**config.mk**
```make
export PLATFORM = sky130hd
export DESIGN_NAME = ipv4_port_drop_filter
export DESIGN_NICKNAME = d
export VERILOG_FILES = /design/src/rtl/ipdf_pkg.sv /design/src/rtl/ipdf_parser.sv /design/src/rtl/ipdf_queue.sv /design/src/rtl/ipdf_counter.sv /design/src/rtl/ipv4_port_drop_filter.sv
export SDC_FILE = /design/constraint.sdc
export NUM_CORES = 1
export LEC_CHECK = 0
export BUFFER_PORTS_ARGS = -buffer_cell sky130_fd_sc_hd__buf_2
export CAP_MARGIN = 25
export CORE_ASPECT_RATIO = 0.7
export CORE_MARGIN = 10
export CORE_UTILIZATION = 50
export CTS_CLUSTER_DIAMETER = 30
export DETAILED_ROUTE_END_ITERATION = 7
export PLACE_DENSITY_LB_ADDON = 0.12
export SETUP_SLACK_MARGIN = 0.3
export SLEW_MARGIN = 40
export SYNTH_ARGS = -nofsm -noshare
export SYNTH_HDL_FRONTEND = slang
export SYNTH_SLANG_ARGS = --single-unit
```
**constraint.sdc**
```tcl
create_clock -name clock -period 4.03 [get_ports clock]
set_input_delay 0.403 -clock clock [delete_from_list [all_inputs] [get_ports clock]]
set_output_delay 0.403 -clock clock [all_outputs]
set_load 0.1 [all_outputs]
```
**src/rtl/ipdf_pkg.sv**
```systemverilog
// Package: shared types and constants of the IPv4 destination-port drop filter.
`timescale 1ns / 1ps

package ipdf_pkg;

   localparam int unsigned QUEUE_DEPTH = 4;

   localparam logic [15:0] ETHERTYPE_IPV4 = 16'h0800;
   localparam logic [7:0]  PROTO_TCP      = 8'd6;
   localparam logic [7:0]  PROTO_UDP      = 8'd17;

   localparam logic [6:0] POS_ETYPE_HI = 7'd12;
   localparam logic [6:0] POS_ETYPE_LO = 7'd13;
   localparam logic [6:0] POS_IHL      = 7'd14;
   localparam logic [6:0] POS_PROTO    = 7'd23;
   localparam logic [6:0] POS_PORT_MIN = 7'd16;
   localparam logic [6:0] POS_MAX      = 7'd127;
   localparam logic [6:0] ETH_HDR_LEN  = 7'd14;
   localparam logic [7:0] MIN_IP_FRAME = 8'd34;
   localparam logic [7:0] TCP_HDR_LEN  = 8'd20;
   localparam logic [7:0] UDP_HDR_LEN  = 8'd8;

   localparam int unsigned CSR_ADDR_WIDTH = 3;
   localparam logic CSR_IDX_BLOCKED_PORT = 1'b0;

   typedef struct packed {
      logic drop;
   } verdict_type;

   typedef struct packed {
      logic        valid;
      verdict_type entry;
   } queue_head_type;

endpackage

```
**src/rtl/ipdf_parser.sv**
```systemverilog
// Front end: byte-position tracking, header field capture and drop classification.
`timescale 1ns / 1ps

module ipdf_parser (
   input  logic                 clock,
   input  logic                 reset,
   input  logic [7:0]           frame_byte,
   input  logic                 end_of_frame,
   input  logic                 accept,
   input  logic [15:0]          blocked_port,
   output logic                 push,
   output ipdf_pkg::verdict_type push_data
);
   import ipdf_pkg::*;

   logic [6:0]  pos_ff, pos_in;
   logic [15:0] etype_ff, etype_in;
   logic [3:0]  hwords_ff, hwords_in;
   logic [7:0]  proto_ff, proto_in;
   logic [15:0] port_ff, port_in;
   logic [6:0]  toff_cur;
   logic [6:0]  toff_new;
   logic [7:0]  frame_len;
   logic        room;
   logic        drop;

   always_comb begin
      etype_in  = etype_ff;
      hwords_in = hwords_ff;
      proto_in  = proto_ff;
      port_in   = port_ff;
      toff_cur  = ETH_HDR_LEN + {1'b0, hwords_ff, 2'b00};

      if (pos_ff == POS_ETYPE_HI) begin
         etype_in[15:8] = frame_byte;
      end else if (pos_ff == POS_ETYPE_LO) begin
         etype_in[7:0] = frame_byte;
      end
      if (pos_ff == POS_IHL) begin
         hwords_in = frame_byte[3:0];
      end
      if (pos_ff == POS_PROTO) begin
         proto_in = frame_byte;
      end
      if (pos_ff >= POS_PORT_MIN) begin
         if (pos_ff == toff_cur + 7'd2) begin
            port_in[15:8] = frame_byte;
         end else if (pos_ff == toff_cur + 7'd3) begin
            port_in[7:0] = frame_byte;
         end
      end

      // decision uses the fields as updated by the final byte
      toff_new  = ETH_HDR_LEN + {1'b0, hwords_in, 2'b00};
      frame_len = {1'b0, pos_ff} + 8'd1;
      if (proto_in == PROTO_TCP) begin
         room = frame_len >= ({1'b0, toff_new} + TCP_HDR_LEN);
      end else if (proto_in == PROTO_UDP) begin
         room = frame_len >= ({1'b0, toff_new} + UDP_HDR_LEN);
      end else begin
         room = 1'b0;
      end
      drop = (blocked_port != 16'd0) && (frame_len >= MIN_IP_FRAME) &&
             (etype_in == ETHERTYPE_IPV4) && room && (port_in == blocked_port);

      pos_in = (pos_ff < POS_MAX) ? pos_ff + 7'd1 : pos_ff;
   end

   always_ff @(posedge clock) begin
      if (reset) begin
         pos_ff    <= '0;
         etype_ff  <= '0;
         hwords_ff <= '0;
         proto_ff  <= '0;
         port_ff   <= '0;
      end else if (accept) begin
         if (end_of_frame) begin
            pos_ff    <= '0;
            etype_ff  <= '0;
            hwords_ff <= '0;
            proto_ff  <= '0;
            port_ff   <= '0;
         end else begin
            pos_ff    <= pos_in;
            etype_ff  <= etype_in;
            hwords_ff <= hwords_in;
            proto_ff  <= proto_in;
            port_ff   <= port_in;
         end
      end
   end

   assign push           = accept && end_of_frame;
   assign push_data.drop = drop;

endmodule

```
**src/rtl/ipdf_queue.sv**
```systemverilog
// Short verdict queue between the parser and the counter stage.
`timescale 1ns / 1ps

module ipdf_queue #(
   parameter int unsigned DEPTH = ipdf_pkg::QUEUE_DEPTH
) (
   input  logic                    clock,
   input  logic                    reset,
   input  logic                    push,
   input  ipdf_pkg::verdict_type   push_data,
   input  logic                    pop,
   output logic                    full,
   output ipdf_pkg::queue_head_type head
);
   import ipdf_pkg::*;

   localparam int unsigned PTR_W = (DEPTH > 1) ? $clog2(DEPTH) : 1;
   localparam int unsigned CNT_W = $clog2(DEPTH + 1);
   localparam logic [PTR_W-1:0] PTR_LAST = PTR_W'(DEPTH - 1);
   localparam logic [CNT_W-1:0] CNT_FULL = CNT_W'(DEPTH);

   verdict_type      entries_ff [DEPTH];
   logic [PTR_W-1:0] wr_ptr_ff, wr_ptr_in;
   logic [PTR_W-1:0] rd_ptr_ff, rd_ptr_in;
   logic [CNT_W-1:0] count_ff, count_in;
   logic             do_push;
   logic             do_pop;

   assign full       = (count_ff == CNT_FULL);
   assign head.valid = (count_ff != '0);
   assign head.entry = entries_ff[rd_ptr_ff];
   assign do_push    = push && !full;
   assign do_pop     = pop && head.valid;

   always_comb begin
      wr_ptr_in = (wr_ptr_ff == PTR_LAST) ? '0 : wr_ptr_ff + PTR_W'(1);
      rd_ptr_in = (rd_ptr_ff == PTR_LAST) ? '0 : rd_ptr_ff + PTR_W'(1);
      count_in  = count_ff;
      if (do_push && !do_pop) begin
         count_in = count_ff + CNT_W'(1);
      end else if (do_pop && !do_push) begin
         count_in = count_ff - CNT_W'(1);
      end
   end

   always_ff @(posedge clock) begin
      if (do_push) begin
         entries_ff[wr_ptr_ff] <= push_data;
      end
   end

   always_ff @(posedge clock) begin
      if (reset) begin
         wr_ptr_ff <= '0;
         rd_ptr_ff <= '0;
         count_ff  <= '0;
      end else begin
         count_ff <= count_in;
         if (do_push) begin
            wr_ptr_ff <= wr_ptr_in;
         end
         if (do_pop) begin
            rd_ptr_ff <= rd_ptr_in;
         end
      end
   end

endmodule

```
**src/rtl/ipdf_counter.sv**
```systemverilog
// Back end: frame and drop counters with the result output register.
`timescale 1ns / 1ps

module ipdf_counter (
   input  logic                     clock,
   input  logic                     reset,
   input  ipdf_pkg::queue_head_type head,
   output logic                     pop,
   output logic                     rsp_valid,
   input  logic                     rsp_stall,
   output logic                     rsp_drop_verdict,
   output logic [63:0]              rsp_frames_seen,
   output logic [63:0]              rsp_frames_dropped
);
   import ipdf_pkg::*;

   logic        out_valid_ff;
   logic        verdict_ff;
   logic [63:0] packet_total_ff, packet_total_in;
   logic [63:0] drop_total_ff, drop_total_in;

   assign pop             = head.valid && (!out_valid_ff || !rsp_stall);
   assign packet_total_in = packet_total_ff + 64'd1;
   assign drop_total_in   = drop_total_ff + {63'd0, head.entry.drop};

   always_ff @(posedge clock) begin
      if (reset) begin
         out_valid_ff    <= 1'b0;
         verdict_ff      <= 1'b0;
         packet_total_ff <= '0;
         drop_total_ff   <= '0;
      end else if (pop) begin
         out_valid_ff    <= 1'b1;
         verdict_ff      <= head.entry.drop;
         packet_total_ff <= packet_total_in;
         drop_total_ff   <= drop_total_in;
      end else if (!rsp_stall) begin
         out_valid_ff <= 1'b0;
      end
   end

   assign rsp_valid          = out_valid_ff;
   assign rsp_drop_verdict   = verdict_ff;
   assign rsp_frames_seen    = packet_total_ff;
   assign rsp_frames_dropped = drop_total_ff;

endmodule

```
**src/rtl/ipv4_port_drop_filter.sv**
```systemverilog
// Top level: IPv4 TCP/UDP destination-port drop filter with APB register port.
// Accepts one frame byte per cycle while req_stall is low; req_stall rises only when the
// verdict queue is full. Each verdict passes the verdict queue and then the result register;
// rsp_valid rises when that register is loaded while the output is free, and a held result
// keeps later verdicts in the queue (QUEUE_DEPTH deep). Synchronous active-high reset clears
// position, captured fields, counters and blocked_port; bytes are accepted right after reset.
`timescale 1ns / 1ps

module ipv4_port_drop_filter #(
   parameter int unsigned QUEUE_DEPTH = ipdf_pkg::QUEUE_DEPTH
) (
   input  logic                                clock,
   input  logic                                reset,
   input  logic                                req_valid,
   output logic                                req_stall,
   input  logic [7:0]                          req_frame_byte,
   input  logic                                req_end_of_frame,
   output logic                                rsp_valid,
   input  logic                                rsp_stall,
   output logic                                rsp_drop_verdict,
   output logic [63:0]                         rsp_frames_seen,
   output logic [63:0]                         rsp_frames_dropped,
   input  logic                                csr_psel,
   input  logic                                csr_penable,
   input  logic                                csr_pwrite,
   input  logic [ipdf_pkg::CSR_ADDR_WIDTH-1:0] csr_paddr,
   input  logic [31:0]                         csr_pwdata,
   output logic [31:0]                         csr_prdata,
   output logic                                csr_pready
);
   import ipdf_pkg::*;

   logic [15:0]    blocked_port_reg_ff;
   logic           csr_write;
   logic           accept;
   logic           push;
   verdict_type    push_data;
   logic           pop;
   logic           queue_full;
   queue_head_type head;

   assign csr_pready = 1'b1;
   assign csr_write  = csr_psel && csr_penable && csr_pwrite && csr_pready;

   always_ff @(posedge clock) begin
      if (reset) begin
         blocked_port_reg_ff <= '0;
      end else begin
         if (csr_write && (csr_paddr[2] == CSR_IDX_BLOCKED_PORT)) begin
            blocked_port_reg_ff <= csr_pwdata[15:0];
         end
      end
   end

   always_comb begin
      csr_prdata = '0;
      if (csr_paddr[2] == CSR_IDX_BLOCKED_PORT) begin
         csr_prdata = {16'd0, blocked_port_reg_ff};
      end
   end

   assign req_stall = queue_full;
   assign accept    = req_valid && !req_stall;

   ipdf_parser u_parser (
      .clock        (clock),
      .reset        (reset),
      .frame_byte   (req_frame_byte),
      .end_of_frame (req_end_of_frame),
      .accept       (accept),
      .blocked_port (blocked_port_reg_ff),
      .push         (push),
      .push_data    (push_data)
   );

   ipdf_queue #(
      .DEPTH (QUEUE_DEPTH)
   ) u_queue (
      .clock     (clock),
      .reset     (reset),
      .push      (push),
      .push_data (push_data),
      .pop       (pop),
      .full      (queue_full),
      .head      (head)
   );

   ipdf_counter u_counter (
      .clock              (clock),
      .reset              (reset),
      .head               (head),
      .pop                (pop),
      .rsp_valid          (rsp_valid),
      .rsp_stall          (rsp_stall),
      .rsp_drop_verdict   (rsp_drop_verdict),
      .rsp_frames_seen    (rsp_frames_seen),
      .rsp_frames_dropped (rsp_frames_dropped)
   );

endmodule

```
-- Word level (Yosys, flattened, before mapping)
Memory sizes are Yosys's and may differ from the RTL's. A register that Yosys moved wholly into a read port is not among the register bits.
Cells that the tools add are included.
- ROM bits: 0
- logic and storage cells: 101
- memories: 1
- bits in latches: 0
- bits in writable memories: 4
- bits in registers: 204
- output and inout port bits: 164
- bits of input ports: 51
- memories (memory ; depth ; bits a word ; read ports ; clocked after memory_dff ; wr ports ; RTL line ; source):
    u_queue.entries_ff ; 4 ; 1 ; 1 ; 1 ; 1 ; ipdf_queue.sv:22 ; verdict_type entries_ff [DEPTH];
- multiplexer cells: 28
- $add $sub $neg: 14
- multipliers: 0
- div/mod/pow operators: 0
- reductions and logical operators: 25
- bitwise operators: 1
- shift operators: 0
- magnitude comparators: 5
- eq/ne operators: 14
- operators with widths (kind ; count):
    $add A64 B1 Y64 ; 1
    $add A64 B1 Y64 const B ; 1
    $mux W16 ; 4
    $mux W8 ; 8
    $eq A7 B4 Y1 const B ; 3
    $eq A16 B12 Y1 const B ; 1
    $eq A16 B16 Y1 ; 1
    $ge A8 B8 Y1 ; 2
    $reduce_bool A16 Y1 ; 1
    $add A4 B6 Y7 const A ; 2
    $add A7 B2 Y7 const B ; 2
    $eq A7 B7 Y1 ; 2
    $logic_and A1 B1 Y1 ; 14
    $mux W7 ; 2
    $add A7 B1 Y8 const B ; 1
    $add A7 B4 Y8 const B ; 1
    $add A7 B5 Y8 const B ; 1
    $eq A8 B3 Y1 const B ; 1
    $eq A8 B5 Y1 const B ; 1
    $ge A8 B6 Y1 const B ; 1
    $mux W2 ; 4
    $mux W4 ; 2
    $add A7 B1 Y7 const B ; 1
    $eq A7 B5 Y1 const B ; 1
    other kinds (16) ; 29

-- Logic depth before layout (Yosys ltp)
Gate-level depths: netlist of the first run.
- depth in word-level cells: 9
- gate-level depth with buffers: 22
- mapped depth without buffers: 20

-- By module
From an unflattened synthesis of the first run, not the netlist that was laid out.
- cells, all modules: 1362
- area total of the unflattened synthesis: 11373.4 µm²
- by module, submodules not included (module ; area each (µm²) ; times used ; seq. area each (µm²) ; cells an instance):
    ipdf_counter ; 6276.0 ; 1 ; 2602.5 ; 767
    ipdf_parser ; 3457.1 ; 1 ; 1021.0 ; 433
    ipv4_port_drop_filter ; 993.5 ; 1 ; 320.3 ; 107
    ipdf_queue ; 646.9 ; 1 ; 300.3 ; 55

-- Worst setup path before layout of the first run
No wires, ideal clock.
- kind: register to register
- from: reg u_parser.pos_ff[6]
- to: mem u_queue.entries_ff[0] (netlist name), data pin
- path buffers: 2
- required time: 3.824 ns
- setup time: 0.206 ns
- arrival time: 4.208 ns
- stages on the path, launching flop included: 20
- period minus slack after synthesis: 4.414 ns
- setup slack: -0.384 ns
- cells stage by stage: dfxtp_1 > clkbuf_1 > nor4_1 > nand2_1 > o21ai_0 > inv_1 > ha_1 > clkbuf_1 > xnor2_1 > ha_1 > nor2_1 > mux2i_1 > o31ai_1 > xnor2_1 > ha_1 > o2111ai_1 > a31oi_1 > nand4_1 > or4_1 > nor4_2
- word-level cells in the longest chain between the ends: 9
- elaborated cells between the ends (all ways): 33
- classes of those cells: 4 x add/sub; 4 x order compare; 10 x eq/ne; 11 x mux; 4 x reduce/logical
- ends and longest elaborated chain (what ; RTL line ; source):
    start, declared ; ipdf_parser.sv:16 ; logic [6:0] pos_ff, pos_in;
    start signal, assigned ; ipdf_parser.sv:84 ; pos_ff <= pos_in;
    $eq A7 B4 Y1 ; ipdf_parser.sv:39 ; if (pos_ff == POS_IHL) begin
    $mux W4 ; ipdf_parser.sv:39 ;
    $add A4 B6 Y7 ; ipdf_parser.sv:54 ; toff_new = ETH_HDR_LEN + {1'b0, hwords_in, 2'b00};
    $add A7 B4 Y8 ; ipdf_parser.sv:59 ; room = frame_len >= ({1'b0, toff_new} + UDP_HDR_LEN);
    $ge A8 B8 Y1 ; ipdf_parser.sv:59 ;
    $mux W1 ; ipdf_parser.sv:58 ; end else if (proto_in == PROTO_UDP) begin
    $mux W1 ; ipdf_parser.sv:56 ; if (proto_in == PROTO_TCP) begin
    $logic_and A1 B1 Y1 ; ipdf_parser.sv:64 ; (etype_in == ETHERTYPE_IPV4) && room && (port_in == blocked_port);
    $logic_and A1 B1 Y1 * ; ipdf_parser.sv:64 ;
    net push_data ; ipv4_port_drop_filter.sv:37 ; verdict_type push_data;
    end, declared ; ipdf_queue.sv:22 ;
Mark *: on every way through the listed nets, which the timed path passes. The rest lies on a longest branch.

-- Worst setup path after layout of the first run
Same ends and word-level chain as after synthesis.

==> results of run 1 <==
==> registers in the layout (all words and copies together), names as in the netlist, named ones only <==
| register | count |
|---|---|
| blocked_port_reg_ff | 16 |
| u_counter.rsp_drop_verdict | 1 |
| u_counter.rsp_frames_dropped | 64 |
| u_counter.rsp_frames_seen | 64 |
| u_counter.rsp_valid | 1 |
| u_parser.etype_ff | 16 |
| u_parser.hwords_ff | 4 |
| u_parser.port_ff | 16 |
| u_parser.pos_ff | 7 |
| u_parser.proto_ff | 8 |
| u_queue.count_ff | 3 |
| u_queue.entries_ff | 4 |
| u_queue.rd_ptr_ff | 2 |
| u_queue.wr_ptr_ff | 2 |
==> cells in the mapped netlist, drive strengths merged (3+ instances only) <==
cell / instances
a211oi: 4
a21o: 4
a21oi: 59
a22oi: 48
a31oi: 4
and2: 12
and3: 34
and4: 13
buf: 25
clkbuf: 41
dfxtp: 206
edfxtp: 4
ha: 29
inv: 36
mux2: 5
mux2i: 14
nand2: 125
nand2b: 5
nand3: 59
nand4: 24
nor2: 200
nor2b: 19
nor3: 20
nor4: 17
o21a: 3
o21ai: 32
o221ai: 4
o22ai: 3
or2: 4
or3: 21
or4: 3
xnor2: 48
xor2: 88
==> tightest hold or removal path: stages <==
cell     delay [ns]
buf_2          0.09
nand2_1        0.04
a21oi_1        0.05
==> logic make-up (layout without fill, tap and decap cells) <==
kind of cell	count (synthesis)	after routing	synth area share, %
flip-flops	210	210	40.94
buffers and inverters	103	297	4.501
AO/OA/AOI/OAI	169	169	10.11
multiplexers	20	20	2.112
adder cells (fa/ha/maj)	30	30	3.693
other	2	17	0.07244
XOR/XNOR	136	136	11.56
AND/OR/NAND/NOR	567	567	27.01
==> report_power, final <==
group	internal [mW]	switching, mW	leakage [nW]
Sequential	2.14	0.0519	1.70
Clock	1.84	1.02	0.546
Combinational	0.174	0.570	3.18
==> layout make-up <==
| cell class | count | area [um2] |
|---|---|---|
| multi-input combinational | 939 | 5836 |
| clock buffer | 35 | 842.1 |
| tap | 270 | 337.8 |
| inverter | 37 | 140.1 |
| sequential | 210 | 4248 |
| fill | 1772 | 7276 |
| clock inverter | 21 | 282.8 |
| timing repair buffer | 204 | 1106 |
==> routing by layer <==
| metal | share of wire, % | up-vias | GRT usage, % | wire, um |
|---|---|---|---|---|
| met3 | 9.0 | 34 | 5.605 | 2554 |
| met5 | 0 | - | 0 | 0 |
| li1 | - | 4601 | - | - |
| met1 | 47 | 4309 | 28.73 | 13250 |
| met2 | 43 | 278 | 28.69 | 12040 |
| met4 | 1.6 | 0 | 3.865 | 450 |
==> final timing paths <==
check,startpoint,to
max,u_parser.pos_ff[6],u_queue.entries_ff[0]
min,csr_pwdata[15],blocked_port_reg_ff[15]
max reg2reg,u_parser.pos_ff[6],u_queue.entries_ff[0]
min reg2reg,u_counter.rsp_drop_verdict,u_counter.rsp_drop_verdict
==> cell usage in the layout (no fill, tap or decap), drive strengths merged, types with 3 or more instances in the layout <==
| master | synthesis | layout |
|---|---|---|
| nand2b | 5 | 5 |
| a21o | 4 | 4 |
| o21ai | 32 | 32 |
| o21a | 3 | 3 |
| inv | 36 | 41 |
| or4 | 3 | 3 |
| nor2 | 200 | 200 |
| o221ai | 4 | 4 |
| xor2 | 88 | 88 |
| a31oi | 4 | 4 |
| o22ai | 3 | 3 |
| bufinv | 0 | 5 |
| and2 | 12 | 12 |
| or2 | 4 | 4 |
| nor3 | 20 | 20 |
| nor4 | 17 | 17 |
| a22oi | 48 | 48 |
| dfxtp | 206 | 206 |
| nand3 | 59 | 59 |
| nand4 | 24 | 24 |
| a21oi | 59 | 59 |
| mux2 | 5 | 5 |
| nand2 | 125 | 125 |
| ha | 29 | 29 |
| a211oi | 4 | 4 |
| clkinvlp | 0 | 3 |
| and3 | 34 | 34 |
| or3 | 21 | 21 |
| buf | 25 | 204 |
| conb | 2 | 17 |
| clkinv | 1 | 9 |
| xnor2 | 48 | 48 |
| nor2b | 19 | 19 |
| edfxtp | 4 | 4 |
| and4 | 13 | 13 |
| clkbuf | 41 | 35 |
| mux2i | 14 | 14 |
==> metrics by stage <==
| step | util (%) | power, mW | cells | area [um2] | hold WS (ns) |
|---|---|---|---|---|---|
| 3_3_place_gp | 57.80 | 2.971 | 1658 | 11600 | 0.4434 |
| 5_1_grt | 63.74 | 6.002 | 1716 | 12790 | 0.1003 |
| 6_report | 63.74 | 5.798 | 1716 | 12790 | 0.1000 |
| 2_1_floorplan | - | 2.820 | 1252 | 10520 | 0.4490 |
| 3_5_place_dp | 57.82 | 2.981 | 1658 | 11600 | 0.4509 |
| 4_1_cts | 63.67 | 5.828 | 1716 | 12780 | 0.08973 |
==> what timing repair did <==
action                     in CTS  in global routing
pin swaps                       9                  0
setup endpoints to repair       4                  4
gates resized for setup         8                  5
setup buffers                   2                  0
==> out/metrics.cfg, run 1 <==
[outcome]
status=complete, no violations

[flow_run]
max_cap_viol_count=0

[critical_path]
critPathMaxStageDelay_ns=0.44
path_depth=17
slowest_stage=or4_4
crit_chain=nor4_4 > nand2_4 > mux2i_4 > ha_4 > xnor2_4 > inv_1 > ha_2 > xnor2_1 > xnor2_1 > ha_1 > nand2_2 > o21ai_2 > a31oi_1 > a31oi_1 > nand4_1 > or4_4 > nor4_4
r2r_slack_ns=0.27
crit_arrival_ns=4.08
worstSetupStartpointType=flip-flop
required_ns=4.35
end_kind=flip-flop
path_class=flip-flop to flip-flop
critPathTopFamily=simple AND/OR/NAND/NOR gates
worst-path-buf-inv=1
cp_max_fo=5
rr_worst_depth=17

[sta]
fin_crit_ns=3.759
fin_ws_ns=0.2708
tightest_slew_ns=0.7979
fin_setup_tns_ns=0
finalHoldViolCount=0
finClkSkew_ns=0.01095
clock.fmax_ghz=0.2660
setup_violations=0
rsz0062_at_grt=yes
drv_slew=0
max-slew-margin-rel_pct=46.32
min_period_over_period_pct=93.28

[placement]
dp_hpwl_um=20260
port_buffers=179
place_ws_ns=-0.1271
gp_congestion=0.8863

[grt]
grt_max_degree=117
grt_usage_pct=19.88
grt_first_pass_wirelength_um=45330
grt.overflow.total=0
grt_pass1_vias=8728
antenna_found_initial=0

[die]
start_util_pct=51.66
fp.dieW_um=192.1
die_area_mm2=0.02699
core_mm2=0.02007
io_pins=215
fp.dieH_um=140.5
num_rows=43

[clock_tree]
clk_pin_slew_ns=0.06
cts_tree=built
cts-hold-fix-buffers=0
root_buffer=clkbuf_16
cts_buffer_depth=3
htree_levels=1
cts.sinks=210
numCtsBuffers=31
clock_latency_ns=0.54

[routing]
route.detailed.drc=0
vias=9222
firstDrtPassIters=5
wl_um=28290
wl_per_cell_um=16.49
drtIter0Drc=784
avgViaCountPerCell=5.374
postRouteAntennaNets=0

[power_and_ir_drop]
total_leakage_power_nw=5.430
p_per_area_mw_per_mm2=453.2
ir_drop_mv=0.3783

[logic_synthesis]
synth_flop_cell=dfxtp_1
syn_inst=1237
synth_top_area_share_pct=39.78
ys_seq_area_share_pct=40.94
ys_top_cells_by_area=dfxtp_1 40%, xor2_1 7.4%, nor2_1 7.2%, nand2_1 4.5%, xnor2_1 4.0%
yosysWarnings=0
synthArstFlopShare_pct=0
synth-seq-cells=210
ys_types=64
synth_edf_count=4
synth_area_mm2=0.01037
syn_area_per_cell_um2=8.381
yosysTopAreaCell=dfxtp_1

[layout]
insertedDiodeCount=0
nets=1504
drive_gt1_share_pct=21.16
area_delta_synth_final_pct=23.39

[min_path]
hold_depth=3
hold_path_class=input port to flip-flop

(Power assumes the default switching activity.)
==> run 2, diff against run 1 <==
- CORE_ASPECT_RATIO: 0.7 -> 1.4
==> out/metrics.cfg, run 2 (same netlist as run 1, synthesis figures left out) <==
[outcome]
status=complete, no violations

[clock_tree]
numCtsBuffers=39  ; +26%
cts_buffer_depth=3  ; unchanged
root_buffer=clkbuf_16
clock_latency_ns=0.50  ; -0.04 ns
htree_levels=2  ; +1
cts.sinks=210  ; unchanged
clk_pin_slew_ns=0.05  ; about the same
cts_tree=built

[grt]
grt_first_pass_wirelength_um=45470  ; +0.30%
grt_max_degree=137  ; +17%
antenna_found_initial=0  ; unchanged
grt.overflow.total=0  ; unchanged
grt_pass1_vias=9232  ; +5.8%
grt_usage_pct=19.80  ; -0.079 points

[sta]
tightest_slew_ns=0.7958  ; -0.002071 ns
fin_ws_ns=0.3049  ; +0.03411 ns
drv_slew=0  ; unchanged
finClkSkew_ns=0.02166  ; +0.01071 ns
finalHoldViolCount=0  ; unchanged
fin_crit_ns=3.725  ; -0.03411 ns
clock.fmax_ghz=0.2685  ; +0.92%
fin_setup_tns_ns=0  ; unchanged
setup_violations=0  ; unchanged
max-slew-margin-rel_pct=46.46  ; +0.14 points
rsz0062_at_grt=yes
min_period_over_period_pct=92.43  ; -0.85 points

[critical_path]
r2r-end=u_queue.entries_ff[0]
path_class=flip-flop to flip-flop
cp-startpoint=u_parser.pos_ff[6]
crit_top_cell=ha_4
crit_arrival_ns=4.10  ; +0.02 ns
critPathTopFamily=simple AND/OR/NAND/NOR gates
path_depth=18  ; +1
worstSetupStartpointType=flip-flop
rr_worst_depth=18  ; +1
required_ns=4.40  ; +0.05 ns
critPathMaxStageDelay_ns=0.43  ; about the same
endpoint=u_queue.entries_ff[0]
slowest_stage=or4_4
r2r_slack_ns=0.30  ; +0.03 ns
end_kind=flip-flop
worst-path-buf-inv=2  ; +1
cp_max_fo=6  ; +1
r2r_start=u_parser.pos_ff[6]
crit_chain=nor4_4 > nand2_4 > mux2i_4 > ha_4 > inv_2 > ha_4 > nor2_1 > mux2i_1 > o31ai_1 > xnor2_1 > ha_2 > a21o_1 > a211oi_1 > a31oi_1 > nand4_1 > or4_4 > nor4_2 > buf_4

[min_path]
hold_depth=3  ; unchanged
hold_path_class=input port to flip-flop

[layout]
multi_input_area_mm2=0.005843  ; +0.13%
layout_common_cells=203 x dfxtp_1, 199 x nor2_1, 178 x buf_2
layout_commonest_cell=dfxtp_1
nets=1513  ; +0.60%
nFillCells=1832  ; +3.4%
final_area_mm2=0.01306  ; +2.1%
insertedDiodeCount=0  ; unchanged
drive_gt1_share_pct=21.63  ; +0.47 points
area_delta_synth_final_pct=25.98
regArea_mm2=0.004248  ; unchanged

[power_and_ir_drop]
total_leakage_power_nw=5.577  ; +2.7%
ir_drop_mv=0.3500  ; -7.5%
p_per_area_mw_per_mm2=487.3  ; +7.5%
total_power_mw=6.365  ; +9.8%

[placement]
gp_congestion=0.8253  ; -6.9%
place_area_mm2=0.01157  ; -0.32%
port_buffers=179  ; unchanged
place_ws_ns=-0.009160  ; +0.1180 ns
dp_hpwl_um=19660  ; -3.0%

[routing]
drtIter0Drc=455  ; -42%
wl_um=27630  ; -2.3%
avgViaCountPerCell=5.390  ; +0.29%
wl_per_cell_um=16.09  ; -2.4%
vias=9254  ; +0.35%
firstDrtPassIters=5  ; unchanged
postRouteAntennaNets=0  ; unchanged
route.detailed.drc=0  ; unchanged

[die]
fp.dieW_um=141.7  ; -26%
die_area_mm2=0.02698  ; about the same
num_rows=62  ; +44%
core_mm2=0.02048  ; +2.1%
io_pins=215  ; unchanged
start_util_pct=50.62  ; -1.0 points
fp.dieH_um=190.4  ; +36%

[flow_run]
max_cap_viol_count=0  ; unchanged

-- run 2: per-layer routing --
metal | vias up | GRT usage, % | share of wire [%]
li1 | 4605 | - | -
met1 | 4397 | 22.06 | 40
met2 | 203 | 34.77 | 51
met3 | 49 | 5.558 | 6.3
met4 | 0 | 7.604 | 2.6
met5 | - | 0 | 0
-- run 2: where the power goes --
group	total [mW]	switching, mW	internal [mW]
logic	0.724	0.557	0.167
registers	2.20	0.0535	2.15
clock network	3.44	1.08	2.36
-- run 2: layout make-up --
cell class	instances	area share, %
Clock inverter	22	2.596
Timing Repair Buffer	205	8.583
Inverter	37	1.073
Clock buffer	48	8.037
Multi-Input combinational cell	939	44.74
Sequential cell	210	32.52
Tap cell	256	2.452
-- run 2: worst min path at each step --
| stage | end | startpoint |
|---|---|---|
| finish | blocked_port_reg_ff[0] | csr_pwdata[0] |
| global route | blocked_port_reg_ff[0] | csr_pwdata[0] |
| CTS | blocked_port_reg_ff[8] | csr_pwdata[8] |
| detailed placement | u_counter.rsp_drop_verdict | u_counter.rsp_drop_verdict |
| global placement | u_counter.rsp_drop_verdict | u_counter.rsp_drop_verdict |
| floorplan | blocked_port_reg_ff[7] | blocked_port_reg_ff[7] |
-- run 2: per-stage QoR --
| stage | utilization [%] | hold WS (ns) | cells |
|---|---|---|---|
| floorplan | - | 0.4490 | 1252 |
| global placement | 56.46 | 0.4417 | 1643 |
| detailed placement | 56.48 | 0.4450 | 1643 |
| CTS | 63.54 | 0.1282 | 1715 |
| global route | 63.78 | 0.1339 | 1717 |
| finish | 63.78 | 0.1389 | 1717 |
-- run 2: tightest hold or removal path, delay by kind of cell --
family	cells	cell delay, ns
buf+inv	1	0.10
simple gates	1	0.05
compound gates	1	0.05
-- run 2: repair_timing --
| item | in CTS | in global routing |
|---|---|---|
| pin swaps | 9 | 0 |
| buffers inserted | 2 | 1 |
| hold buffers | 0 | 0 |
| endpoints found under the setup margin | 4 | 4 |
| gates resized for setup | 12 | 3 |
==> run 3, diff against run 2 <==
--- a/config.mk
+++ b/config.mk
@@ -14,5 +14,5 @@
 export DETAILED_ROUTE_END_ITERATION = 7
 export PLACE_DENSITY_LB_ADDON = 0.12
-export SETUP_SLACK_MARGIN = 0.3
+export SETUP_SLACK_MARGIN = 0.2
 export SLEW_MARGIN = 40
 export SYNTH_ARGS = -nofsm -noshare
==> constraint.sdc (replaced) <==
create_clock -name clock -period 4.03 [get_ports clock]
set_input_delay 0 -clock clock [delete_from_list [all_inputs] [get_ports clock]]
set_output_delay 0 -clock clock [all_outputs]
set_load 0.1 [all_outputs]
==> out/metrics.cfg, run 3 (same netlist as run 1, synthesis figures left out) <==
[outcome]
status=complete, no violations

[layout]
area_delta_synth_final_pct=28.49
nets=1536  ; +1.5%
layout_common_cells=203 x dfxtp_1, 198 x nor2_1, 178 x buf_2
regArea_mm2=0.004248  ; unchanged
insertedDiodeCount=0  ; unchanged
multi_input_area_mm2=0.005841  ; about the same
drive_gt1_share_pct=21.74  ; +0.11 points
final_cells=1742  ; +1.5%
layout_commonest_cell=dfxtp_1
nFillCells=1763  ; -3.8%

[sta]
finalHoldViolCount=0  ; unchanged
tightest_slew_ns=0.7885  ; -0.007317 ns
clock.fmax_ghz=0.2665  ; -0.72%
fin_setup_tns_ns=0  ; unchanged
drv_slew=0  ; unchanged
max-slew-margin-rel_pct=47.00  ; +0.54 points
min_period_over_period_pct=93.10  ; +0.67 points
finClkSkew_ns=0.01981  ; -0.001845 ns
fin_ws_ns=0.2781  ; -0.02684 ns
setup_violations=0  ; unchanged
fin_crit_ns=3.752  ; +0.02684 ns
rsz0062_at_grt=yes
hold-worst-slack_ns=0.09122  ; -0.04765 ns

[power_and_ir_drop]
ir_drop_mv=0.3695  ; +5.6%
total_leakage_power_nw=5.701  ; +2.2%
p_per_area_mw_per_mm2=480.6  ; -1.4%

[critical_path]
worstSetupStartpointType=flip-flop
worst-path-buf-inv=1  ; -1
cp-startpoint=u_parser.pos_ff[6]
path_class=flip-flop to flip-flop
slowest_stage=or4_4
required_ns=4.33  ; -0.07 ns
critPathTopFamily=simple AND/OR/NAND/NOR gates
cp_max_fo=6  ; unchanged
crit_arrival_ns=4.05  ; -0.05 ns
crit_chain=nor4_4 > nand2_4 > o21ai_4 > inv_2 > ha_4 > xnor2_4 > ha_4 > nor2_2 > mux2i_1 > o31ai_2 > xnor2_1 > ha_2 > a21o_1 > a211oi_1 > a31oi_1 > nand4_1 > or4_4 > nor4_4
end_kind=flip-flop
r2r_start=u_parser.pos_ff[6]
critPathMaxStageDelay_ns=0.44  ; about the same

[grt]
grt.overflow.total=0  ; unchanged
grt_max_degree=138  ; +0.73%
antenna_found_initial=0  ; unchanged
grt_usage_pct=19.93  ; +0.13 points
grt_pass1_vias=9298  ; +0.71%
grt_first_pass_wirelength_um=45710  ; +0.53%

[routing]
avgViaCountPerCell=5.393  ; about the same
wl_per_cell_um=16.19  ; +0.62%
wl_um=28210  ; +2.1%
drtIter0Drc=494  ; +8.6%
vias=9395  ; +1.5%
postRouteAntennaNets=0  ; unchanged
route.detailed.drc=0  ; unchanged
firstDrtPassIters=4  ; -1

[clock_tree]
clock_latency_ns=0.51  ; about the same
cts.sinks=210  ; unchanged
root_buffer=clkbuf_16
clk_pin_slew_ns=0.05  ; about the same
htree_levels=2  ; unchanged
cts_buffer_depth=3  ; unchanged
cts_tree=built
numCtsBuffers=40  ; +2.6%

[placement]
dp_hpwl_um=19750  ; +0.50%
place_ws_ns=-0.1446  ; -0.1354 ns
dp_cells=1646  ; +0.18%
port_buffers=179  ; unchanged
gp_congestion=0.8917  ; +8.0%

[min_path]
hold_start=req_valid
hold_path_class=input port to flip-flop

[die]
core_mm2=0.02048  ; unchanged
fp.dieW_um=141.7  ; unchanged
fp.dieH_um=190.4  ; unchanged
num_rows=62  ; unchanged
die_area_mm2=0.02698  ; unchanged
io_pins=215  ; unchanged
start_util_pct=50.62  ; unchanged

[flow_run]
max_cap_viol_count=0  ; unchanged

## run 3: changes by cell type in the layout (fill, tap and decap cells not counted), moves of 2 or more
cell and change:
o21ai_1 +2, bufinv_16 -3, clkbuf_8 +6, buf_4 +3
clkbuf_16 +3, clkinv_2 +3, inv_6 -3, dlygate4sd3_1 +18
clkinvlp_4 -2, clkinv_4 -2
## run 3: repair_timing
| item | 4_1_cts | 5_1_grt |
|---|---|---|
| resized for setup | 4 | 10 |
| hold buffers | 17 | 1 |
| buffers inserted | 1 | 3 |
| pin swaps | 3 | 0 |
| endpoints found under the hold margin | 19 | 58 |
| endpoints found under the setup margin | 4 | 4 |
| cloned | 0 | 0 |
## run 3: worst reg2reg max path, cell delays in order, from the launching register on
cell,delay [ns]
dfxtp_2,0.33
nor4_4,0.37
nand2_4,0.15
o21ai_4,0.19
inv_2,0.07
ha_4,0.18
xnor2_4,0.13
ha_4,0.18
nor2_2,0.07
mux2i_1,0.08
o31ai_2,0.30
xnor2_1,0.17
ha_2,0.19
a21o_1,0.10
a211oi_1,0.06
a31oi_1,0.19
nand4_1,0.10
or4_4,0.44
nor4_4,0.25
## run 3: per-stage QoR
stage	instance area, um2	util, %	power (mW)
2_1_floorplan	10520	-	2.820
3_3_place_gp	11600	56.63	2.957
3_5_place_dp	11600	56.65	2.966
4_1_cts	13230	64.61	6.460
5_1_grt	13320	65.05	6.639
6_report	13320	65.05	6.402
## run 3: path summary, 6_finish.rpt
| kind | endpoint | slack [ns] | cells past startpoint |
|---|---|---|---|
| worst max-delay path | u_queue.entries_ff[1] | 0.28 | 18 |
| worst min-delay path | u_parser.pos_ff[5] | 0.09 | 4 |
| worst max register to register | u_queue.entries_ff[1] | 0.28 | 18 |
| worst min register to register | u_counter.rsp_drop_verdict | 0.46 | 2 |
## run 3: per-layer routing
layer | part of all wire (%) | track usage (%) | vias to the layer above
met1 | 40 | 22.11 | 4457
met2 | 51 | 35.65 | 228
met3 | 6.5 | 5.384 | 50
met5 | 0 | 0 | -
li1 | - | - | 4660
met4 | 2.5 | 6.777 | 0
## run 3: layout make-up
| cell class | count | area share, % |
|---|---|---|
| repair buffers | 227 | 10.09 |
| multi-input cells | 939 | 43.84 |
| clock inverters | 16 | 1.672 |
| clock buffers | 57 | 9.064 |
| flip-flops and latches | 210 | 31.89 |
| well taps | 256 | 2.404 |
| inverters | 37 | 1.043 |
## run 3: where the power goes
| group | switching [mW] | total (mW) | internal [mW] |
|---|---|---|---|
| Combinational | 0.563 | 0.740 | 0.177 |
| Clock | 1.07 | 3.46 | 2.39 |
| Sequential | 0.0521 | 2.20 | 2.15 |
| Total | 1.68 | 6.40 | 4.72 |
